File: config.mk
export PLATFORM = sky130hd
export DESIGN_NAME = filtered_min_max_mean_top
export DESIGN_NICKNAME = d
export VERILOG_FILES = /design/src/rtl/fmm_pkg.sv /design/src/rtl/fmm_accum.sv /design/src/rtl/fmm_div.sv /design/src/rtl/filtered_min_max_mean_top.sv
export SDC_FILE = /design/constraint.sdc
export NUM_CORES = 1
export LEC_CHECK = 0
export ABC_AREA = 1
export BUFFER_PORTS_ARGS = -buffer_cell sky130_fd_sc_hd__buf_4
export CORE_AREA = 2 2 151 167
export DETAILED_ROUTE_END_ITERATION = 7
export DIE_AREA = 0 0 153 169
export GPL_ROUTABILITY_DRIVEN = 0
export PLACE_DENSITY = 0.79
export SYNTH_ARGS = -nofsm -noshare
export SYNTH_HDL_FRONTEND = slang
export SYNTH_SLANG_ARGS = --single-unit
File: constraint.sdc
create_clock -name clk -period 4.8 [get_ports clk]
set_input_delay 0.24 -clock clk [delete_from_list [all_inputs] [get_ports clk]]
set_output_delay 0.24 -clock clk [all_outputs]
set_load 0.05 [all_outputs]
File: src/rtl/fmm_pkg.sv
// Shared widths, register indexes and status type of the filtered min/max/mean block.
`default_nettype none
package fmm_pkg;

	// Field widths
	localparam int YEAR_W     = 14;
	localparam int MONTH_W    = 4;
	localparam int VAL_W      = 15;
	localparam int CNT_OUT_W  = 13;

	// Configuration port
	localparam int CFG_W      = 14;
	localparam int CFG_IDX_W  = 1;
	localparam logic [CFG_IDX_W-1:0] REG_TARGET_YEAR  = 1'b0;
	localparam logic [CFG_IDX_W-1:0] REG_TARGET_MONTH = 1'b1;

	// Month code that selects the whole year
	localparam logic [MONTH_W-1:0] MONTH_ANY = '0;

	// Default bound on records taken into one batch
	localparam int MAX_RECORDS_DEF = 4096;

	// Batch summary handed from the accumulator to the top level
	typedef struct packed {
		logic                    found;
		logic                    overflow;
		logic signed [VAL_W-1:0] min_val;
		logic signed [VAL_W-1:0] max_val;
	} acc_status_t;

endpackage
`default_nettype wire

File: src/rtl/fmm_accum.sv
// Running min, max, sum and count of records that pass the date filter.
`default_nettype none
module fmm_accum
	import fmm_pkg::*;
#(
	parameter int MAX_RECORDS = MAX_RECORDS_DEF,
	parameter int CNT_W       = $clog2(MAX_RECORDS + 1),
	parameter int SUM_W       = VAL_W + CNT_W
) (
	input  wire logic                    clk,
	input  wire logic                    arst_n,
	input  wire logic [YEAR_W-1:0]       target_year,
	input  wire logic [MONTH_W-1:0]      target_month,
	input  wire logic                    take,
	input  wire logic [YEAR_W-1:0]       record_year,
	input  wire logic [MONTH_W-1:0]      record_month,
	input  wire logic signed [VAL_W-1:0] reading,
	input  wire logic                    last,
	output acc_status_t                  fin_status,
	output logic signed [SUM_W-1:0]      fin_sum,
	output logic [CNT_W-1:0]             fin_count
);

	logic signed [VAL_W-1:0] min_q, max_q;
	logic signed [SUM_W-1:0] sum_q;
	logic [CNT_W-1:0]        count_q;
	logic                    seen_q, dropped_q;

	logic                    match, room;
	logic signed [VAL_W-1:0] min_nx, max_nx;
	logic signed [SUM_W-1:0] sum_nx;
	logic [CNT_W-1:0]        count_nx;
	logic                    seen_nx, dropped_nx;

	// Filter on year and month
	assign match = (record_year == target_year) &&
		((target_month == MONTH_ANY) || (record_month == target_month));
	assign room = (count_q < CNT_W'(MAX_RECORDS));

	// Fold the record into the running values
	always_comb begin
		min_nx     = min_q;
		max_nx     = max_q;
		sum_nx     = sum_q;
		count_nx   = count_q;
		seen_nx    = seen_q;
		dropped_nx = dropped_q;
		if (match) begin
			if (room) begin
				if (!seen_q || (reading < min_q)) begin
					min_nx = reading;
				end
				if (!seen_q || (reading > max_q)) begin
					max_nx = reading;
				end
				sum_nx   = sum_q + {{(SUM_W-VAL_W){reading[VAL_W-1]}}, reading};
				count_nx = count_q + 1'b1;
				seen_nx  = 1'b1;
			end else begin
				dropped_nx = 1'b1;
			end
		end
	end

	// Totals including the current record
	assign fin_status.found    = seen_nx;
	assign fin_status.overflow = dropped_nx;
	assign fin_status.min_val  = min_nx;
	assign fin_status.max_val  = max_nx;
	assign fin_sum             = sum_nx;
	assign fin_count           = count_nx;

	// Advance on each word; clear after the last one of a batch
	always_ff @(posedge clk or negedge arst_n) begin
		if (!arst_n) begin
			min_q     <= '0;
			max_q     <= '0;
			sum_q     <= '0;
			count_q   <= '0;
			seen_q    <= 1'b0;
			dropped_q <= 1'b0;
		end else if (take) begin
			if (last) begin
				min_q     <= '0;
				max_q     <= '0;
				sum_q     <= '0;
				count_q   <= '0;
				seen_q    <= 1'b0;
				dropped_q <= 1'b0;
			end else begin
				min_q     <= min_nx;
				max_q     <= max_nx;
				sum_q     <= sum_nx;
				count_q   <= count_nx;
				seen_q    <= seen_nx;
				dropped_q <= dropped_nx;
			end
		end
	end

endmodule
`default_nettype wire

File: src/rtl/fmm_div.sv
// Iterative restoring divider: one quotient bit per cycle, sign fixed at the end.
`default_nettype none
module fmm_div
	import fmm_pkg::*;
#(
	parameter int MAX_RECORDS = MAX_RECORDS_DEF,
	parameter int CNT_W       = $clog2(MAX_RECORDS + 1),
	parameter int SUM_W       = VAL_W + CNT_W
) (
	input  wire logic                    clk,
	input  wire logic                    arst_n,
	input  wire logic                    start,
	input  wire logic signed [SUM_W-1:0] dividend,
	input  wire logic [CNT_W-1:0]        divisor,
	output logic                         busy,
	output logic signed [SUM_W-1:0]      quotient
);

	localparam int STEP_W = $clog2(SUM_W + 1);

	logic [SUM_W-1:0]  dvd_q;
	logic [CNT_W-1:0]  rem_q;
	logic [CNT_W-1:0]  dsr_q;
	logic              neg_q;
	logic [STEP_W-1:0] step_q;
	logic              busy_q;

	logic [CNT_W:0]    rem_sh;
	logic [CNT_W:0]    rem_sub;
	logic              q_bit;
	logic [SUM_W-1:0]  mag;

	// Magnitude of the dividend
	assign mag = dividend[SUM_W-1] ? (~dividend + 1'b1) : dividend;

	// Shift in the next dividend bit and try the subtract
	assign rem_sh  = {rem_q, dvd_q[SUM_W-1]};
	assign rem_sub = rem_sh - {1'b0, dsr_q};
	assign q_bit   = (rem_sh >= {1'b0, dsr_q});

	always_ff @(posedge clk or negedge arst_n) begin
		if (!arst_n) begin
			busy_q <= 1'b0;
			step_q <= '0;
		end else if (start) begin
			busy_q <= 1'b1;
			step_q <= STEP_W'(SUM_W);
		end else if (busy_q) begin
			step_q <= step_q - 1'b1;
			if (step_q == STEP_W'(1)) begin
				busy_q <= 1'b0;
			end
		end
	end

	// Datapath holds the partial remainder and the quotient bits shifted in
	always_ff @(posedge clk) begin
		if (start) begin
			dvd_q <= mag;
			rem_q <= '0;
			dsr_q <= divisor;
			neg_q <= dividend[SUM_W-1];
		end else if (busy_q) begin
			dvd_q <= {dvd_q[SUM_W-2:0], q_bit};
			rem_q <= q_bit ? rem_sub[CNT_W-1:0] : rem_sh[CNT_W-1:0];
		end
	end

	assign busy     = busy_q;
	assign quotient = neg_q ? -$signed(dvd_q) : $signed(dvd_q);

endmodule
`default_nettype wire

File: src/rtl/filtered_min_max_mean_top.sv
// Top level of the filtered min/max/mean aggregator: config, sequencer and result register.
//
//  channel | handshake             | word
//  --------+-----------------------+------------------------------------------------
//  config  | cfg_we                | cfg_index, cfg_data
//  input   | in_valid / in_ready   | record_year, record_month, reading, last
//  output  | out_valid / out_ready | found, mean_value, min_value, max_value,
//          |                       | match_count, overflow
//
// A word without last is folded into the running values when taken. A word with last starts the divider,
// which works one quotient bit a cycle over SUM_W = 15 + clog2(MAX_RECORDS+1) bits
// (28 by default), then the result goes to the output register; input is held off meanwhile.
// Words of the next batch are taken while a result waits on out_ready.
// Reset clears the targets, the running values and the output valid.
`default_nettype none
module filtered_min_max_mean_top
	import fmm_pkg::*;
#(
	parameter int MAX_RECORDS = MAX_RECORDS_DEF
) (
	input  wire logic                     clk,
	input  wire logic                     arst_n,
	input  wire logic                     cfg_we,
	input  wire logic [CFG_IDX_W-1:0]     cfg_index,
	input  wire logic [CFG_W-1:0]         cfg_data,
	input  wire logic                     in_valid,
	output logic                          in_ready,
	input  wire logic [YEAR_W-1:0]        record_year,
	input  wire logic [MONTH_W-1:0]       record_month,
	input  wire logic signed [VAL_W-1:0]  reading,
	input  wire logic                     last,
	output logic                          out_valid,
	input  wire logic                     out_ready,
	output logic                          found,
	output logic signed [VAL_W-1:0]       mean_value,
	output logic signed [VAL_W-1:0]       min_value,
	output logic signed [VAL_W-1:0]       max_value,
	output logic [CNT_OUT_W-1:0]          match_count,
	output logic                          overflow
);

	localparam int CNT_W = $clog2(MAX_RECORDS + 1);
	localparam int SUM_W = VAL_W + CNT_W;

	localparam logic [1:0] ST_IDLE = 2'd0;
	localparam logic [1:0] ST_DIV  = 2'd1;
	localparam logic [1:0] ST_HOLD = 2'd2;

	logic [1:0]              state_q;
	logic [YEAR_W-1:0]       target_year_q;
	logic [MONTH_W-1:0]      target_month_q;

	acc_status_t             fin_status;
	logic signed [SUM_W-1:0] fin_sum;
	logic [CNT_W-1:0]        fin_count;

	acc_status_t             stat_q;
	logic [CNT_W-1:0]        count_q;

	logic                    take, start, div_busy, load;
	logic signed [SUM_W-1:0] quotient;
	logic [CNT_W+CNT_OUT_W-1:0] count_ext;

	logic                    out_valid_q, found_q, overflow_q;
	logic signed [VAL_W-1:0] mean_q, min_q, max_q;
	logic [CNT_OUT_W-1:0]    match_count_q;

	// Configuration registers
	always_ff @(posedge clk or negedge arst_n) begin
		if (!arst_n) begin
			target_year_q  <= '0;
			target_month_q <= '0;
		end else if (cfg_we) begin
			case (cfg_index)
				REG_TARGET_YEAR:  target_year_q  <= cfg_data[YEAR_W-1:0];
				REG_TARGET_MONTH: target_month_q <= cfg_data[MONTH_W-1:0];
				default: ;
			endcase
		end
	end

	assign in_ready = (state_q == ST_IDLE);
	assign take     = in_valid && in_ready;
	assign start    = take && last;

	fmm_accum #(
		.MAX_RECORDS (MAX_RECORDS),
		.CNT_W       (CNT_W),
		.SUM_W       (SUM_W)
	) u_accum (
		.clk          (clk),
		.arst_n       (arst_n),
		.target_year  (target_year_q),
		.target_month (target_month_q),
		.take         (take),
		.record_year  (record_year),
		.record_month (record_month),
		.reading      (reading),
		.last         (last),
		.fin_status   (fin_status),
		.fin_sum      (fin_sum),
		.fin_count    (fin_count)
	);

	fmm_div #(
		.MAX_RECORDS (MAX_RECORDS),
		.CNT_W       (CNT_W),
		.SUM_W       (SUM_W)
	) u_div (
		.clk      (clk),
		.arst_n   (arst_n),
		.start    (start),
		.dividend (fin_sum),
		.divisor  (fin_count),
		.busy     (div_busy),
		.quotient (quotient)
	);

	// Hold the batch summary while the divider runs
	always_ff @(posedge clk) begin
		if (start) begin
			stat_q  <= fin_status;
			count_q <= fin_count;
		end
	end

	// Sequencer: idle, divide, wait for the output register
	assign load = (state_q == ST_HOLD) && (!out_valid_q || out_ready);

	always_ff @(posedge clk or negedge arst_n) begin
		if (!arst_n) begin
			state_q <= ST_IDLE;
		end else begin
			case (state_q)
				ST_IDLE: begin
					if (start) begin
						state_q <= ST_DIV;
					end
				end
				ST_DIV: begin
					if (!div_busy) begin
						state_q <= ST_HOLD;
					end
				end
				ST_HOLD: begin
					if (load) begin
						state_q <= ST_IDLE;
					end
				end
				default: state_q <= ST_IDLE;
			endcase
		end
	end

	// Output register
	assign count_ext = {{CNT_OUT_W{1'b0}}, count_q};

	always_ff @(posedge clk or negedge arst_n) begin
		if (!arst_n) begin
			out_valid_q <= 1'b0;
		end else if (load) begin
			out_valid_q <= 1'b1;
		end else if (out_ready) begin
			out_valid_q <= 1'b0;
		end
	end

	always_ff @(posedge clk) begin
		if (load) begin
			found_q       <= stat_q.found;
			overflow_q    <= stat_q.overflow;
			mean_q        <= stat_q.found ? quotient[VAL_W-1:0] : '0;
			min_q         <= stat_q.min_val;
			max_q         <= stat_q.max_val;
			match_count_q <= count_ext[CNT_OUT_W-1:0];
		end
	end

	assign out_valid   = out_valid_q;
	assign found       = found_q;
	assign overflow    = overflow_q;
	assign mean_value  = mean_q;
	assign min_value   = min_q;
	assign max_value   = max_q;
	assign match_count = match_count_q;

endmodule
`default_nettype wire

Yosys cells after proc, flatten, opt, wreduce, memory -nomap -nowiden
Index checks and enable logic that the tools add are counted.
{"block": "op_classes", "addsub": 6, "order_cmp": 4, "n_eq_ne": 8, "n_mux": 36, "bitwise_logic": 2, "n_reduce_logical": 17}
{"operator": "$mux 28", "n": 6}
{"operator": "$mux 15", "n": 9}
{"operator": "$mux 13", "n": 4}
{"operator": "$add 28x1->28 const B", "n": 1}
{"operator": "$add 28x28->28", "n": 1}
{"operator": "$not 28->28", "n": 1}
{"operator": "$gt 15x15->1", "n": 1}
{"operator": "$lt 15x15->1", "n": 1}
{"operator": "$neg 15->15", "n": 1}
{"operator": "$eq 14x14->1", "n": 1}
{"operator": "$ge 14x13->1", "n": 1}
{"operator": "$add 13x1->13 const B", "n": 1}
{"operator": "$lt 13x13->1 const B", "n": 1}
{"operator": "$sub 13x13->13", "n": 1}
{"operator": "$mux 1", "n": 11}
{"operator": "$mux 5", "n": 2}
{"operator": "$mux 2", "n": 3}
{"operator": "$pmux 2 s3", "n": 1}
{"operator": "$eq 5x1->1 const B", "n": 1}
{"operator": "$sub 5x1->5 const B", "n": 1}
{"operator": "$eq 4x4->1", "n": 1}
{"operator": "$logic_and 1x1->1", "n": 4}
{"operator": "$logic_not 4->1", "n": 1}
{"operator": "$logic_or 1x1->1", "n": 4}
{"operator": "other kinds (10)", "n": 14}
{"block": "totals", "register_bits": 247, "in_bits": 54, "elab_cells": 99}

Longest topological paths before layout
Gate-level depths: netlist (run 1).
{"block": "logic_depth", "ltp_word": 8, "depth_mapped": 24, "depth_no_buf": 24}

Hierarchy
Synthesis (run 1) repeated with hierarchy kept, for this count alone.
{"block": "hier_totals", "cells_unflattened": 2071, "hier_area_um2": 16110.5}
{"module": "fmm_accum", "instances": 1, "cells_each": 1143, "area_per_inst_um2": 7109.3, "seq_area_each_um2": 1826.8}
{"module": "fmm_div", "instances": 1, "cells_each": 693, "area_per_inst_um2": 4874.7, "seq_area_each_um2": 1671.6}
{"module": "filtered_min_max_mean_top", "instances": 1, "cells_each": 235, "area_per_inst_um2": 4126.5, "seq_area_each_um2": 3678.5}

Worst setup path before layout (run 1)
OpenSTA, ideal clock, no wires.
{"block": "synth_timing", "path_kind": "reg2reg", "startpoint": "register out_valid_q (netlist: out_valid)", "endpoint": "register found_q (netlist: found) (enable)", "setup_time_ns": 0.479, "arrival_time_ns": 3.216, "required_time_ns": 4.321, "setup_slack_ns": 1.105, "path_stages_with_launch": 4, "path_buffers": 0, "synth_period_minus_slack_ns": 3.695, "path_cell_list": "dfrtp_1 inv_1 nor2_1 nor2_1"}
{"block": "synth_via", "elab_chain_len": 3}
{"item": "start, declared", "line": "filtered_min_max_mean_top.sv:64", "source": "logic out_valid_q, found_q, overflow_q;"}
{"item": "start signal, assigned", "line": "filtered_min_max_mean_top.sv:160", "source": "out_valid_q <= 1'b0;"}
{"item": "start signal, assigned", "line": "filtered_min_max_mean_top.sv:162", "source": "out_valid_q <= 1'b1;"}
{"item": "start signal, assigned", "line": "filtered_min_max_mean_top.sv:164", "source": "out_valid_q <= 1'b0;"}
{"item": "$logic_not 1->1", "line": "filtered_min_max_mean_top.sv:128", "source": "assign load = (state_q == ST_HOLD) && (!out_valid_q || out_ready);"}
{"item": "$logic_or 1x1->1", "line": "filtered_min_max_mean_top.sv:128"}
{"item": "$logic_and 1x1->1", "line": "filtered_min_max_mean_top.sv:128"}
{"item": "via load", "line": "filtered_min_max_mean_top.sv:60", "source": "logic take, start, div_busy, load;"}
{"item": "end signal, assigned", "line": "filtered_min_max_mean_top.sv:170", "source": "found_q <= stat_q.found;"}
{"item": "end, declared", "line": "filtered_min_max_mean_top.sv:64"}
The timed path passes the listed nets, and every way through them passes these cells.
A chain may end at the register's enable or synchronous reset.

==> PnR_summary.wiki, run 1 <==
{| class="wikitable"
! Metric !! Value
|-
| Layout cells sized above 1 || 11.4%
|-
| Outcome || completed
|-
| Post-synthesis sequential element count || 247
|-
| Total Routed Length || 35,600 µm
|-
| Static leakage || 8.18 nW
|-
| Hold Crit Depth || 3
|-
| Yosys top cell area share || 27.7%
|-
| WHS Endpoint || target_year_q[2]
|-
| Synth Area per Inst || 8.09 µm²
|-
| Crit Path Class || reg -> reg
|-
| First-pass DRT Iterations || 6
|-
| Unique masters post-synth || 54
|-
| Post-detailed-route DRC marker count || 0
|-
| Reg-to-Reg End || u_accum.min_q[7]
|-
| Cells after Synth || 1,796
|-
| Pins Over Slew Limit || 0
|-
| Max-Cap Viols || 0
|-
| Buffers on Ports || 115
|-
| Number of enable-type register cells in the synthesized netlist || 134
|-
| CP Cell Sequence || nor2_1 > nor2_1 > nor2_1 > nand2_1 > nor2_4 > nand3_2 > nor2_4 > buf_4 > nand2_1 > o21ai_0 > nand2_1 > o21ai_0
|-
| Global-route total usage across every layer || 27.4%
|-
| IO Count || 116
|-
| Routed length per placed instance || 15.9 µm
|-
| Initial Util || 59.9%
|-
| ANT nets after route || 0
|-
| Post-synthesis instance area || 14,500 µm²
|-
| Cts bufs inserted || 26
|-
| Cell taking the most area after synthesis || sky130_fd_sc_hd__edfxtp_1
|-
| Remaining Overflow, GRT || 0
|-
| Post-synthesis sequential area ratio || 46.7%
|-
| Die Y || 169 µm
|-
| Largest net degree at the start of global routing || 74
|-
| Tmin final || 3.45 ns
|-
| Reg-to-Reg Start || target_year_q[11]
|-
| Number of global-route vias before repair || 12,600
|-
| Post-route clock skew || 0.0222 ns
|-
| Clock-pin slew of the registers on the worst-case setup and hold paths || 0.06 ns
|-
| Clock Tree Buf Depth || 3
|-
| Largest stage delay on the critical path || 0.56 ns
|-
| Post-synth top flop || sky130_fd_sc_hd__edfxtp_1
|-
| Global-route wire length before repair || 58,500 µm
|-
| Setup tns final || 0 ns
|-
| Post-DP Area || 15,700 µm²
|-
| Transition time at the pin with the least slew margin || 1.02 ns
|-
| Relative contribution of combinational cells to total power || 28.5%
|-
| Ant diodes || 0
|-
| Worst Hold Launch || cfg_data[2]
|-
| Number of endpoints with negative hold slack in the final report || 0
|-
| Area of all placed cells without fillers || 16,700 µm²
|-
| Switching share of power || 33.7%
|-
| Critical path launch point type || flop
|-
| Number of inserted filler cells in the final layout || 1,921
|-
| Final period util || 71.8%
|-
| Slowest library cell on the worst path || sky130_fd_sc_hd__nand2_1
|-
| TritonCTS clock tree || yes
|-
| Worst min-delay path category || in -> reg
|-
| Share of async-settable or async-resettable flops after synthesis || 40.5%
|-
| Top cells by area in the synthesized netlist || sky130_fd_sc_hd__edfxtp_1 28%, sky130_fd_sc_hd__dfrtp_1 17%, sky130_fd_sc_hd__nand2_1 13%
|-
| P_int || 4.65 mW
|-
| Type of element capturing the critical path || flop
|-
| Area grow syn2layout || 14.9%
|-
| Proportion of power drawn by flip-flops and latches || 41.1%
|-
| H-tree levels || 1
|-
| Skew-Pair Late Insertion Delay || 0.53 ns
|-
| Final-stage net count || 2,045
|-
| Proportion of power drawn by the clock network || 30.4%
|-
| Total number of clock tree sinks || 247
|-
| Required time of the critical path || 5.22 ns
|-
| Max-slew headroom || 31.9%
|-
| Post-DP HPWL || 25,600 µm
|-
| Area of the core || 24,200 µm²
|-
| Utilization of the core after routing || 68.8%
|-
| Clock root buffer || sky130_fd_sc_hd__clkbuf_16
|-
| FP Rows || 60
|-
| Count of cells along the worst register-to-register path || 12
|-
| Antenna violations before repair || 0
|-
| Yosys synthesis warning count || 0
|-
| Power density over cell area || 421 nW/µm²
|-
| Vias post-DR || 12,800
|-
| Maximum fanout along the worst path || 30
|-
| Die Area || 25,900 µm²
|-
| Post-DR vias/cell || 5.68
|-
| Unrepaired setup endpoints after global routing || false
|-
| R2R Setup Slk || 1.35 ns
|-
| Quantity of gates resized following cts || 0
|-
| Data arrival at the endpoint of the critical path || 3.86 ns
|-
| Switching power || 2.37 mW
|-
| Fmax || 290 MHz
|-
| Count of routing violations after the opening detailed-route iteration || 965
|-
| DIE WIDTH || 153 µm
|-
| Total of endpoints with negative setup slack in the final report || 0
|-
| Total nets after synthesis || 1,926
|-
| Peak supply drop || 0.000248 V
|-
| Area of all sequential standard cells || 6790 µm²
|-
| Area of the multi-input gates || 6540 µm²
|}
## layer usage
| layer | share of wire (%) | track usage (%) | up-vias |
|---|---|---|---|
| met5 | 0 | 0 | - |
| met4 | 4.5 | 12.8 | 0 |
| met3 | 5.9 | 3.05 | 124 |
| met2 | 50 | 48.8 | 499 |
| met1 | 40 | 33.5 | 5955 |
| li1 | - | - | 6177 |
## synthesized netlist by cell type (13+ instances only)
cell and instances:
sky130_fd_sc_hd__nand2_2 15, sky130_fd_sc_hd__o21ai_0 105, sky130_fd_sc_hd__dfrtp_1 100, sky130_fd_sc_hd__ha_1 74, sky130_fd_sc_hd__nand4_1 31, sky130_fd_sc_hd__dfxtp_1 13, sky130_fd_sc_hd__o22ai_1 45, sky130_fd_sc_hd__clkbuf_1 34
sky130_fd_sc_hd__xor2_1 26, sky130_fd_sc_hd__and2_1 15, sky130_fd_sc_hd__nor3_1 28, sky130_fd_sc_hd__nand2_1 505, sky130_fd_sc_hd__o21ai_1 15, sky130_fd_sc_hd__edfxtp_1 134, sky130_fd_sc_hd__nand3_1 110, sky130_fd_sc_hd__a21oi_1 83
sky130_fd_sc_hd__inv_1 254, sky130_fd_sc_hd__nor2_1 101
## what timing repair did
action / CTS / global route
hold endpoints to repair: 77 / 0
buffers inserted: 0 / 0
hold buffers: 12 / 0
## power by group through the flow
stage / clock [mW] / combinational, mW / sequential [mW]
6_report: 2.13 / 2.00 / 2.88
5_1_grt: 2.24 / 2.25 / 2.92
4_1_cts: 2.17 / 1.99 / 2.88
3_5_place_dp: 0 / 1.96 / 2.92
3_3_place_gp: 0 / 1.89 / 2.90
2_1_floorplan: 0 / 1.34 / 2.99
## through the flow
| stage | power, mW | std cells | setup slack, ns | hold slack (ns) |
|---|---|---|---|---|
| 4_1_cts | 7.04 | 2245 | 1.35 | 0.00256 |
| 5_1_grt | 7.41 | 2245 | 1.03 | 0.0213 |
| 3_3_place_gp | 4.79 | 2185 | 1.55 | 0.401 |
| 6_report | 7.02 | 2245 | 1.35 | 0.0153 |
| 3_5_place_dp | 4.88 | 2185 | 1.40 | 0.405 |
| 2_1_floorplan | 4.33 | 1796 | 1.11 | -0.0556 |
## registers in the layout (all words and copies together), names as in the netlist, 15 cells and up
name,flops
min_value,15
u_accum.min_q,15
u_accum.sum_q,28
mean_value,15
max_value,15
u_accum.max_q,15
u_div.dvd_q,28
stat_q,32
## final cells by class
class                      count  share of cell area [%]
inverter                     268                    6.03
clock buffer                  33                    4.18
sequential                   247                    40.7
tap                          310                    2.32
timing repair buffer         137                    6.34
multi-input combinational   1235                    39.2
clock inverter                15                    1.25
## logic make-up after synthesis
family                   share of synthesized area (%)
buffers and inverters                             8.37
AND/OR/NAND/NOR                                   25.2
multiplexers                                    0.0775
adder cells (fa/ha/maj)                           6.65
XOR/XNOR                                          2.17
AO/OA/AOI/OAI                                     10.8
flip-flops                                        46.7
## worst max path at each step
| stage | start | endpoint | slack [ns] | cells past startpoint |
|---|---|---|---|---|
| CTS | target_year_q[2] | u_accum.min_q[7] | 1.35 | 12 |
| global placement | u_accum.sum_q[2] | u_div.dvd_q[2] | 1.55 | 18 |
| detailed placement | target_year_q[11] | u_accum.min_q[7] | 1.40 | 12 |
| floorplan | out_valid | found | 1.11 | 3 |
| finish | target_year_q[11] | u_accum.min_q[7] | 1.35 | 12 |
| global route | target_year_q[4] | u_accum.min_q[8] | 1.03 | 12 |
## critical path, delay by kind of cell, from the launching register on
kind,cells,cell delay [ns]
DFF,1,0.39
and+or+nand+nor,9,1.97
buffers and inverters,1,0.37
AOI/OAI and AO/OA,2,0.60
## cell usage in the layout (no fill, tap or decap), types with 12 or more instances in the layout
| cell type | count |
|---|---|
| sky130_fd_sc_hd__dfxtp_1 | 13 |
| sky130_fd_sc_hd__o21ai_0 | 105 |
| sky130_fd_sc_hd__buf_4 | 125 |
| sky130_fd_sc_hd__clkbuf_16 | 27 |
| sky130_fd_sc_hd__a21oi_1 | 83 |
| sky130_fd_sc_hd__o21ai_1 | 15 |
| sky130_fd_sc_hd__nor3_1 | 28 |
| sky130_fd_sc_hd__nand4_1 | 31 |
| sky130_fd_sc_hd__nand2_2 | 15 |
| sky130_fd_sc_hd__o22ai_1 | 45 |
| sky130_fd_sc_hd__nand2_1 | 505 |
| sky130_fd_sc_hd__ha_1 | 74 |
| sky130_fd_sc_hd__dlygate4sd3_1 | 12 |
| sky130_fd_sc_hd__and2_1 | 15 |
| sky130_fd_sc_hd__edfxtp_1 | 134 |
| sky130_fd_sc_hd__inv_1 | 254 |
| sky130_fd_sc_hd__nand3_1 | 110 |
| sky130_fd_sc_hd__dfrtp_1 | 100 |
| sky130_fd_sc_hd__nor2_1 | 99 |
| sky130_fd_sc_hd__xor2_1 | 26 |
Power figures use the tool's default switching activity.
==> run 2: changes to the inputs <==
- CORE_AREA: 2 2 151 167 -> 2 2 158 176
- DIE_AREA: 0 0 153 169 -> 0 0 160 178
- PLACE_DENSITY: 0.79 -> 0.75
- clock period: 4.8 -> 3 ns (I/O delays scaled with it)
==> run 2 against run 1 <==
  * Flip-flop and latch count is the same
  * Setup slack lost 1.3 ns
  * Sequential power grew 60%
  * Count of clock-buffer cells in the layout shrank 3
  * Final area grew 6.0%
  * Die area grew 10%
  * Via count grew 0.49%
  * Non-clock buffer count grew 52
  * Total power grew 66%
  * Largest power group unchanged
==> PnR_summary.wiki, run 2 (synthesis results as in run 1) <==
{| class="wikitable"
! Metric !! Value
|-
| Outcome || completed (unchanged)
|-
| Clock Tree Buf Depth || 3 (unchanged)
|-
| Area grow syn2layout || 21.7% (was 14.9%)
|-
| Area of the core || 26,600 µm² (was 24,200 µm²)
|-
| Critical path launch point type || flop (unchanged)
|-
| Vias post-DR || 12,800 (about the same)
|-
| Initial Util || 54.5% (was 59.9%)
|-
| Global-route wire length before repair || 58,400 µm (was 58,500 µm)
|-
| Post-detailed-route DRC marker count || 0 (unchanged)
|-
| Fmax || 341 MHz (was 290 MHz)
|-
| Dpl cells || 2,268 (was 2,185)
|-
| Count of routing violations after the opening detailed-route iteration || 1,056 (was 965)
|-
| Flip-flop count of the largest register, all copies and words added || 32 (unchanged)
|-
| Worst min-delay path category || in -> reg (unchanged)
|-
| Data arrival at the endpoint of the critical path || 3.17 ns (was 3.86 ns)
|-
| Peak supply drop || 0.000389 V (was 0.000248 V)
|-
| Largest net degree at the start of global routing || 74 (unchanged)
|-
| Most frequent cells in the layout || 481 x sky130_fd_sc_hd__nand2_1, 252 x sky130_fd_sc_hd__inv_1, 167 x sky130_fd_sc_hd__buf_4 (was 505 x sky130_fd_sc_hd__nand2_1, 254 x sky130_fd_sc_hd__inv_1, 134 x sky130_fd_sc_hd__edfxtp_1)
|-
| Ant diodes || 0 (unchanged)
|-
| Leading registers by flop count || stat_q: 32 flops, u_accum.sum_q: 28 flops, u_div.dvd_q: 28 flops (unchanged)
|-
| Buffers on Ports || 115 (unchanged)
|-
| Most frequent standard cell in the layout excluding fill and tap cells || sky130_fd_sc_hd__nand2_1 (unchanged)
|-
| Tmin final || 2.93 ns (was 3.45 ns)
|-
| Final period util || 97.7% (was 71.8%)
|-
| Max-slew headroom || 38.3% (was 31.9%)
|-
| Power density over cell area || 657 nW/µm² (was 421 nW/µm²)
|-
| Number of standard cells in the layout, taps in and fillers out || 2,346 (was 2,245)
|-
| ANT nets after route || 0 (unchanged)
|-
| Final-stage net count || 2,099 (was 2,045)
|-
| Post-DP Area || 16,000 µm² (was 15,700 µm²)
|-
| Routed length per placed instance || 15.7 µm (was 15.9 µm)
|-
| TritonCTS clock tree || yes (unchanged)
|-
| Die Area || 28,500 µm² (was 25,900 µm²)
|-
| Total of endpoints with negative setup slack in the final report || 0 (unchanged)
|-
| Transition time at the pin with the least slew margin || 0.925 ns (was 1.02 ns)
|-
| Number of endpoints with negative hold slack in the final report || 0 (unchanged)
|-
| Post-DP HPWL || 25,700 µm (was 25,600 µm)
|-
| Register name with the most flops || stat_q (unchanged)
|-
| Global-route total usage across every layer || 25.1% (was 27.4%)
|-
| Antenna violations before repair || 0 (unchanged)
|-
| FP Rows || 63 (was 60)
|-
| IO Count || 116 (unchanged)
|-
| Maximum fanout along the worst path || 8 (was 30)
|-
| Post-route clock skew || 0.0123 ns (was 0.0222 ns)
|-
| Layout cells sized above 1 || 17.5% (was 11.4%)
|-
| Total number of clock tree sinks || 247 (unchanged)
|-
| Cts bufs inserted || 27 (was 26)
|-
| H-tree levels || 1 (unchanged)
|-
| DIE WIDTH || 160 µm (was 153 µm)
|-
| Number of inserted filler cells in the final layout || 2,149 (was 1,921)
|-
| Clock root buffer || sky130_fd_sc_hd__clkbuf_16 (unchanged)
|-
| Unrepaired setup endpoints after global routing || true (was false)
|-
| Post-DR vias/cell || 5.46 (was 5.68)
|-
| Number of global-route vias before repair || 12,400 (was 12,600)
|-
| Remaining Overflow, GRT || 0 (unchanged)
|-
| Clock-pin slew of the registers on the worst-case setup and hold paths || 0.06 ns (about the same)
|-
| Area of all placed cells without fillers || 17,700 µm² (was 16,700 µm²)
|-
| Total Routed Length || 36,800 µm (was 35,600 µm)
|-
| Required time of the critical path || 3.24 ns (was 5.22 ns)
|-
| Setup tns final || 0 ns (unchanged)
|-
| First-pass DRT Iterations || 5 (was 6)
|-
| Power, Total || 11.6 mW (was 7.02 mW)
|-
| Static leakage || 8.51 nW (was 8.18 nW)
|-
| Type of element capturing the critical path || flop (unchanged)
|-
| Die Y || 178 µm (was 169 µm)
|-
| Skew-Pair Late Insertion Delay || 0.53 ns (about the same)
|-
| Pins Over Slew Limit || 0 (unchanged)
|-
| Crit Path Class || reg -> reg (unchanged)
|-
| Final worst hold slack || 0.0824 ns (was 0.0153 ns)
|-
| Max-Cap Viols || 0 (unchanged)
|}
run 2: cell count changes in the layout (fill, tap and decap cells not counted), sizes merged, moves of 2 or more:
| cell | change |
|---|---|
| buf | +46 |
| dlygate4sd3 | +4 |
| clkinvlp | +3 |
| clkinv | -2 |
| inv | +2 |
run 2: power breakdown:
group | leakage, nW | switching, mW | internal, mW | total, mW
Sequential | 2.73 | 0.345 | 4.27 | 4.61
Combinational | 5.31 | 2.17 | 1.21 | 3.37
Clock | 0.470 | 1.41 | 2.23 | 3.64
Total | 8.51 | 3.93 | 7.70 | 11.6
run 2: timing repair:
item	4_1_cts	5_1_grt
pin swaps	0	29
endpoints found under the setup margin	8	32
setup buffers	0	10
hold buffers	16	0
gates resized for setup	3	83
hold endpoints to repair	66	0
gates cloned	0	3
run 2: layout make-up:
type / instances / area [µm²] / share of cell area [%]
inverters: 268 / 1010 / 5.69
clock inverters: 19 / 267 / 1.51
flip-flops and latches: 247 / 6790 / 38.4
well taps: 357 / 447 / 2.53
repair buffers: 189 / 1540 / 8.73
multi-input cells: 1236 / 6930 / 39.2
clock buffers: 30 / 707 / 4.00
run 2: final timing paths:
check,endpoint,slack (ns),cells past startpoint,startpoint
worst min-delay path,target_month_q[3],0.08,4,cfg_we
worst max-delay path,u_div.dvd_q[14],0.07,19,u_accum.sum_q[9]
min in group asynchronous,target_month_q[0],0.19,2,arst_n
worst min register to register,min_value[9],0.42,0,stat_q[24]
worst max register to register,u_div.dvd_q[14],0.07,19,u_accum.sum_q[9]
max in group asynchronous,u_accum.min_q[2],2.03,3,arst_n
run 2: worst max-delay path, cell delays in order (launching register included):
cell	delay (ns)
sky130_fd_sc_hd__dfrtp_1	0.46
sky130_fd_sc_hd__ha_4	0.34
sky130_fd_sc_hd__nand2_2	0.13
sky130_fd_sc_hd__inv_1	0.08
sky130_fd_sc_hd__nand2_1	0.05
sky130_fd_sc_hd__nand2_1	0.08
sky130_fd_sc_hd__inv_1	0.07
sky130_fd_sc_hd__nand2_1	0.08
sky130_fd_sc_hd__nand4_1	0.21
sky130_fd_sc_hd__nand2_1	0.15
sky130_fd_sc_hd__nand2_2	0.08
sky130_fd_sc_hd__nand3_1	0.09
sky130_fd_sc_hd__nand2_1	0.08
sky130_fd_sc_hd__nand2_4	0.15
sky130_fd_sc_hd__buf_12	0.16
sky130_fd_sc_hd__nand2_1	0.09
sky130_fd_sc_hd__nand2_1	0.09
sky130_fd_sc_hd__nand2_1	0.06
sky130_fd_sc_hd__nand3_1	0.09
sky130_fd_sc_hd__o21ai_0	0.10
run 2: through the flow:
step                      worst slack (ns)  util [%]
final                               0.0685      66.4
after detailed placement           -0.0711      60.2
after global placement             -0.0134      60.2
after floorplan                     0.0643         -
after CTS                          0.00321      64.5
after global routing               -0.0990      66.4
run 2: metal layers:
layer / up-vias / wire length (µm) / track usage [%] / share of wire [%]
met2: 497 / 18000 / 45.0 / 49
li1: 6291 / - / - / -
met3: 104 / 2410 / 2.67 / 6.6
met5: - / 0 / 0 / 0
met4: 0 / 1490 / 10.5 / 4.1
met1: 5925 / 14900 / 31.1 / 40
==> run 3: changes to the inputs <==
- ABC_AREA: 1 -> not set
- SYNTH_HIERARCHICAL: not set -> 1
- TNS_END_PERCENT: not set -> 100
==> run 3 against run 2 <==
  * The run now ends with negative setup slack left
  * Clock skew is 0.027 ns higher
  * Register-to-register slack worse by 1.6 ns
  * Sequential power is 9.3% higher
  * Flip-flop and latch count is 13 higher
  * Count of clock-buffer cells in the layout is 1 higher
  * Critical path type unchanged
  * Critical endpoint is now u_div/dvd_q[24]
  * Largest cell class is now sequential cells
==> PnR_summary.wiki, run 3 <==
{| class="wikitable"
! Metric !! Value
|-
| Outcome || complete, but fails checks (was completed)
|-
| Failing checks || negative setup slack
|-
| Dpl cells || 1,879 (was 2,268)
|-
| Synth Area per Inst || 11.1 µm² (was 8.09 µm²)
|-
| Final period util || 152% (was 97.7%)
|-
| Static leakage || 8.29 nW (was 8.51 nW)
|-
| Clock root buffer || sky130_fd_sc_hd__clkbuf_16 (unchanged)
|-
| Peak supply drop || 0.000482 V (was 0.000389 V)
|-
| Pins Over Slew Limit || 0 (unchanged)
|-
| Cells after Synth || 1,281 (was 1,796)
|-
| Post-route setup slack || -1.56 ns (was 0.0685 ns)
|-
| Data arrival at the endpoint of the critical path || 4.81 ns (was 3.17 ns)
|-
| ANT nets after route || 0 (unchanged)
|-
| Transition time at the pin with the least slew margin || 0.733 ns (was 0.925 ns)
|-
| Final-stage net count || 1,748 (was 2,099)
|-
| Utilization of the core after routing || 71.2% (was 66.4%)
|-
| Die Area || 28,500 µm² (unchanged)
|-
| Buffers on Ports || 115 (unchanged)
|-
| CP Cell Sequence || ha_2 > fa_2 > a21o_1 > a211o_1 > a21oi_2 > nand2_1 > a221o_2 > a21o_4 > a21oi_4 > xnor2_2 > mux2_4 > or3_4 > buf_4 > nor4_4 > buf_6 > a41oi_2 > xnor2_1 > a21oi_1 (was ha_4 > nand2_2 > inv_1 > nand2_1 > nand2_1 > inv_1 > nand2_1 > nand4_1 > nand2_1 > nand2_2 > nand3_1 > nand2_1 > nand2_4 > buf_12 > nand2_1 > nand2_1 > nand2_1 > nand3_1 > o21ai_0)
|-
| Sum of buffers and inverters on the critical path || 2 (was 3)
|-
| Post-detailed-route DRC marker count || 0 (unchanged)
|-
| Power density over cell area || 665 nW/µm² (was 657 nW/µm²)
|-
| Number of global-route vias before repair || 11,400 (was 12,400)
|-
| Required time of the critical path || 3.25 ns (was 3.24 ns)
|-
| Layout cells sized above 1 || 32.3% (was 17.5%)
|-
| Area of all sequential standard cells || 7180 µm² (was 6790 µm²)
|-
| Maximum fanout along the worst path || 6 (was 8)
|-
| Routed length per placed instance || 18.2 µm (was 15.7 µm)
|-
| Post-synthesis instance area || 14,200 µm² (was 14,500 µm²)
|-
| Number of standard cells in the layout, taps in and fillers out || 1,997 (was 2,346)
|-
| Most frequent cells in the layout || 311 x sky130_fd_sc_hd__buf_4, 147 x sky130_fd_sc_hd__edfxtp_1, 100 x sky130_fd_sc_hd__dfrtp_1 (was 481 x sky130_fd_sc_hd__nand2_1, 252 x sky130_fd_sc_hd__inv_1, 167 x sky130_fd_sc_hd__buf_4)
|-
| Crit Path Class || reg -> reg (unchanged)
|-
| Area grow syn2layout || 33.4% (was 21.7%)
|-
| Total Routed Length || 36,300 µm (was 36,800 µm)
|-
| Setup slack after placement || -1.41 ns (was -0.0711 ns)
|-
| Fmax || 219 MHz (was 341 MHz)
|-
| Remaining Overflow, GRT || 0 (unchanged)
|-
| Clock-pin slew of the registers on the worst-case setup and hold paths || 0.07 ns (was 0.06 ns)
|-
| Antenna violations before repair || 0 (unchanged)
|-
| Vias post-DR || 11,400 (was 12,800)
|-
| Number of stages on the worst setup path || 18 (was 19)
|-
| Total number of clock tree sinks || 260 (was 247)
|-
| Post-route clock skew || 0.0392 ns (was 0.0123 ns)
|-
| Kind of cell adding the most delay to the critical path || compound AO/OA/AOI/OAI gates (was simple AND/OR/NAND/NOR gates)
|-
| TritonCTS clock tree || yes (unchanged)
|-
| Skew-Pair Late Insertion Delay || 0.56 ns (was 0.53 ns)
|-
| Most frequent standard cell in the layout excluding fill and tap cells || sky130_fd_sc_hd__buf_4 (was sky130_fd_sc_hd__nand2_1)
|-
| Largest stage delay on the critical path || 0.39 ns (was 0.46 ns)
|-
| Final worst hold slack || 0.0404 ns (was 0.0824 ns)
|-
| Total of endpoints with negative setup slack in the final report || 33 (was 0)
|-
| Count of routing violations after the opening detailed-route iteration || 858 (was 1,056)
|-
| Clock Tree Buf Depth || 3 (unchanged)
|-
| FP Rows || 63 (unchanged)
|-
| Post-DR vias/cell || 5.72 (was 5.46)
|-
| Max-slew headroom || 51.0% (was 38.3%)
|-
| Register name with the most flops || stat_q (unchanged)
|-
| Leading registers by flop count || stat_q: 32 flops, u_accum/sum_q: 28 flops, u_div/dvd_q: 28 flops (was stat_q: 32 flops, u_accum.sum_q: 28 flops, u_div.dvd_q: 28 flops)
|-
| Worst min-delay path category || in -> reg (unchanged)
|-
| Type of element capturing the critical path || flop (unchanged)
|-
| Initial Util || 53.4% (was 54.5%)
|-
| Largest net degree at the start of global routing || 68 (was 74)
|-
| Critical path launch point type || flop (unchanged)
|-
| Hold Crit Depth || 3 (was 4)
|-
| Flip-flop count of the largest register, all copies and words added || 32 (unchanged)
|-
| Number of endpoints with negative hold slack in the final report || 0 (unchanged)
|-
| Count of cells along the worst register-to-register path || 18 (was 19)
|-
| H-tree levels || 1 (unchanged)
|-
| Total nets after synthesis || 1,411 (was 1,926)
|-
| Post-DP HPWL || 24,100 µm (was 25,700 µm)
|-
| DIE WIDTH || 160 µm (unchanged)
|-
| IO Count || 116 (unchanged)
|-
| Ant diodes || 0 (unchanged)
|-
| Tmin final || 4.56 ns (was 2.93 ns)
|-
| Cts bufs inserted || 28 (was 27)
|-
| First-pass DRT Iterations || 5 (unchanged)
|-
| Global-route wire length before repair || 57,000 µm (was 58,400 µm)
|-
| Max-Cap Viols || 0 (unchanged)
|-
| Yosys synthesis warning count || 6 (was 0)
|-
| Unrepaired setup endpoints after global routing || true (unchanged)
|-
| Area of the core || 26,600 µm² (unchanged)
|-
| Number of inserted filler cells in the final layout || 1,835 (was 2,149)
|-
| Global-route total usage across every layer || 24.8% (was 25.1%)
|-
| Power, Total || 12.6 mW (was 11.6 mW)
|-
| Die Y || 178 µm (unchanged)
|-
| Slowest library cell on the worst path || sky130_fd_sc_hd__dfrtp_1 (unchanged)
|-
| Area of the multi-input gates || 7040 µm² (was 6930 µm²)
|}
[run 3: cell types whose count changed in the layout (fill, tap and decap cells not counted), moves of 38 or more]
cell	delta
sky130_fd_sc_hd__nand2_1	-393
sky130_fd_sc_hd__a22o_1	+53
sky130_fd_sc_hd__inv_1	-191
sky130_fd_sc_hd__buf_4	+144
sky130_fd_sc_hd__xnor2_1	+51
sky130_fd_sc_hd__nand3_1	-85
sky130_fd_sc_hd__o22ai_1	-38
[run 3: what timing repair did]
action	in CTS	in global routing
hold buffers	31	0
gates resized for setup	62	50
cloned	3	0
endpoints found under the setup margin	34	83
pin swaps	34	46
setup buffers	14	25
endpoints found under the hold margin	98	0
[run 3: path summary, 6_finish.rpt]
kind	to	start	slack [ns]
max	u_div/dvd_q[24]	u_accum/sum_q[0]	-1.56
max reg2reg	u_div/dvd_q[24]	u_accum/sum_q[0]	-1.56
min in group asynchronous	target_year_q[2]	arst_n	0.19
max in group asynchronous	out_valid	arst_n	2.03
min reg2reg	min_value[12]	stat_q[27]	0.42
min	target_year_q[10]	cfg_index	0.04
[run 3: final cells by class]
class	count	share of cell area (%)
flip-flops and latches	260	37.8
inverters	64	1.32
clock buffers	31	3.80
repair buffers	373	16.1
multi-input cells	890	37.1
clock inverters	21	1.42
well taps	357	2.35
repair inverters	1	0.0857
[run 3: through the flow]
stage	area, µm²	setup TNS [ns]
2_1_floorplan	14400	-18.75
3_3_place_gp	16900	-27.24
3_5_place_dp	16900	-29.58
4_1_cts	18700	-27.25
5_1_grt	19000	-36.15
6_report	19000	-30.42
[run 3: per-layer routing]
layer  track usage, %  up-vias  wire [µm]
met5                0        -          0
met4             9.98        0       1340
met3             2.86       90       1920
met2             43.8      399      18400
met1             31.4     5525      14700
li1                 -     5408          -
[run 3: worst register-to-register path, delay by kind of cell, from the launching register on]
kind	cells	cell delay [ns]
multiplexers	1	0.28
AND/OR/NAND/NOR	3	0.69
AO/OA/AOI/OAI	8	1.62
XOR/XNOR	2	0.33
flip-flops	1	0.39
adder cells (fa/ha/maj)	2	0.60
buffers and inverters	2	0.36
[run 3: power breakdown]
part | switching (mW) | internal (mW) | total (mW)
clock network | 1.48 | 2.19 | 3.66
logic | 2.29 | 1.63 | 3.93
registers | 0.462 | 4.58 | 5.04
total | 4.23 | 8.40 | 12.6
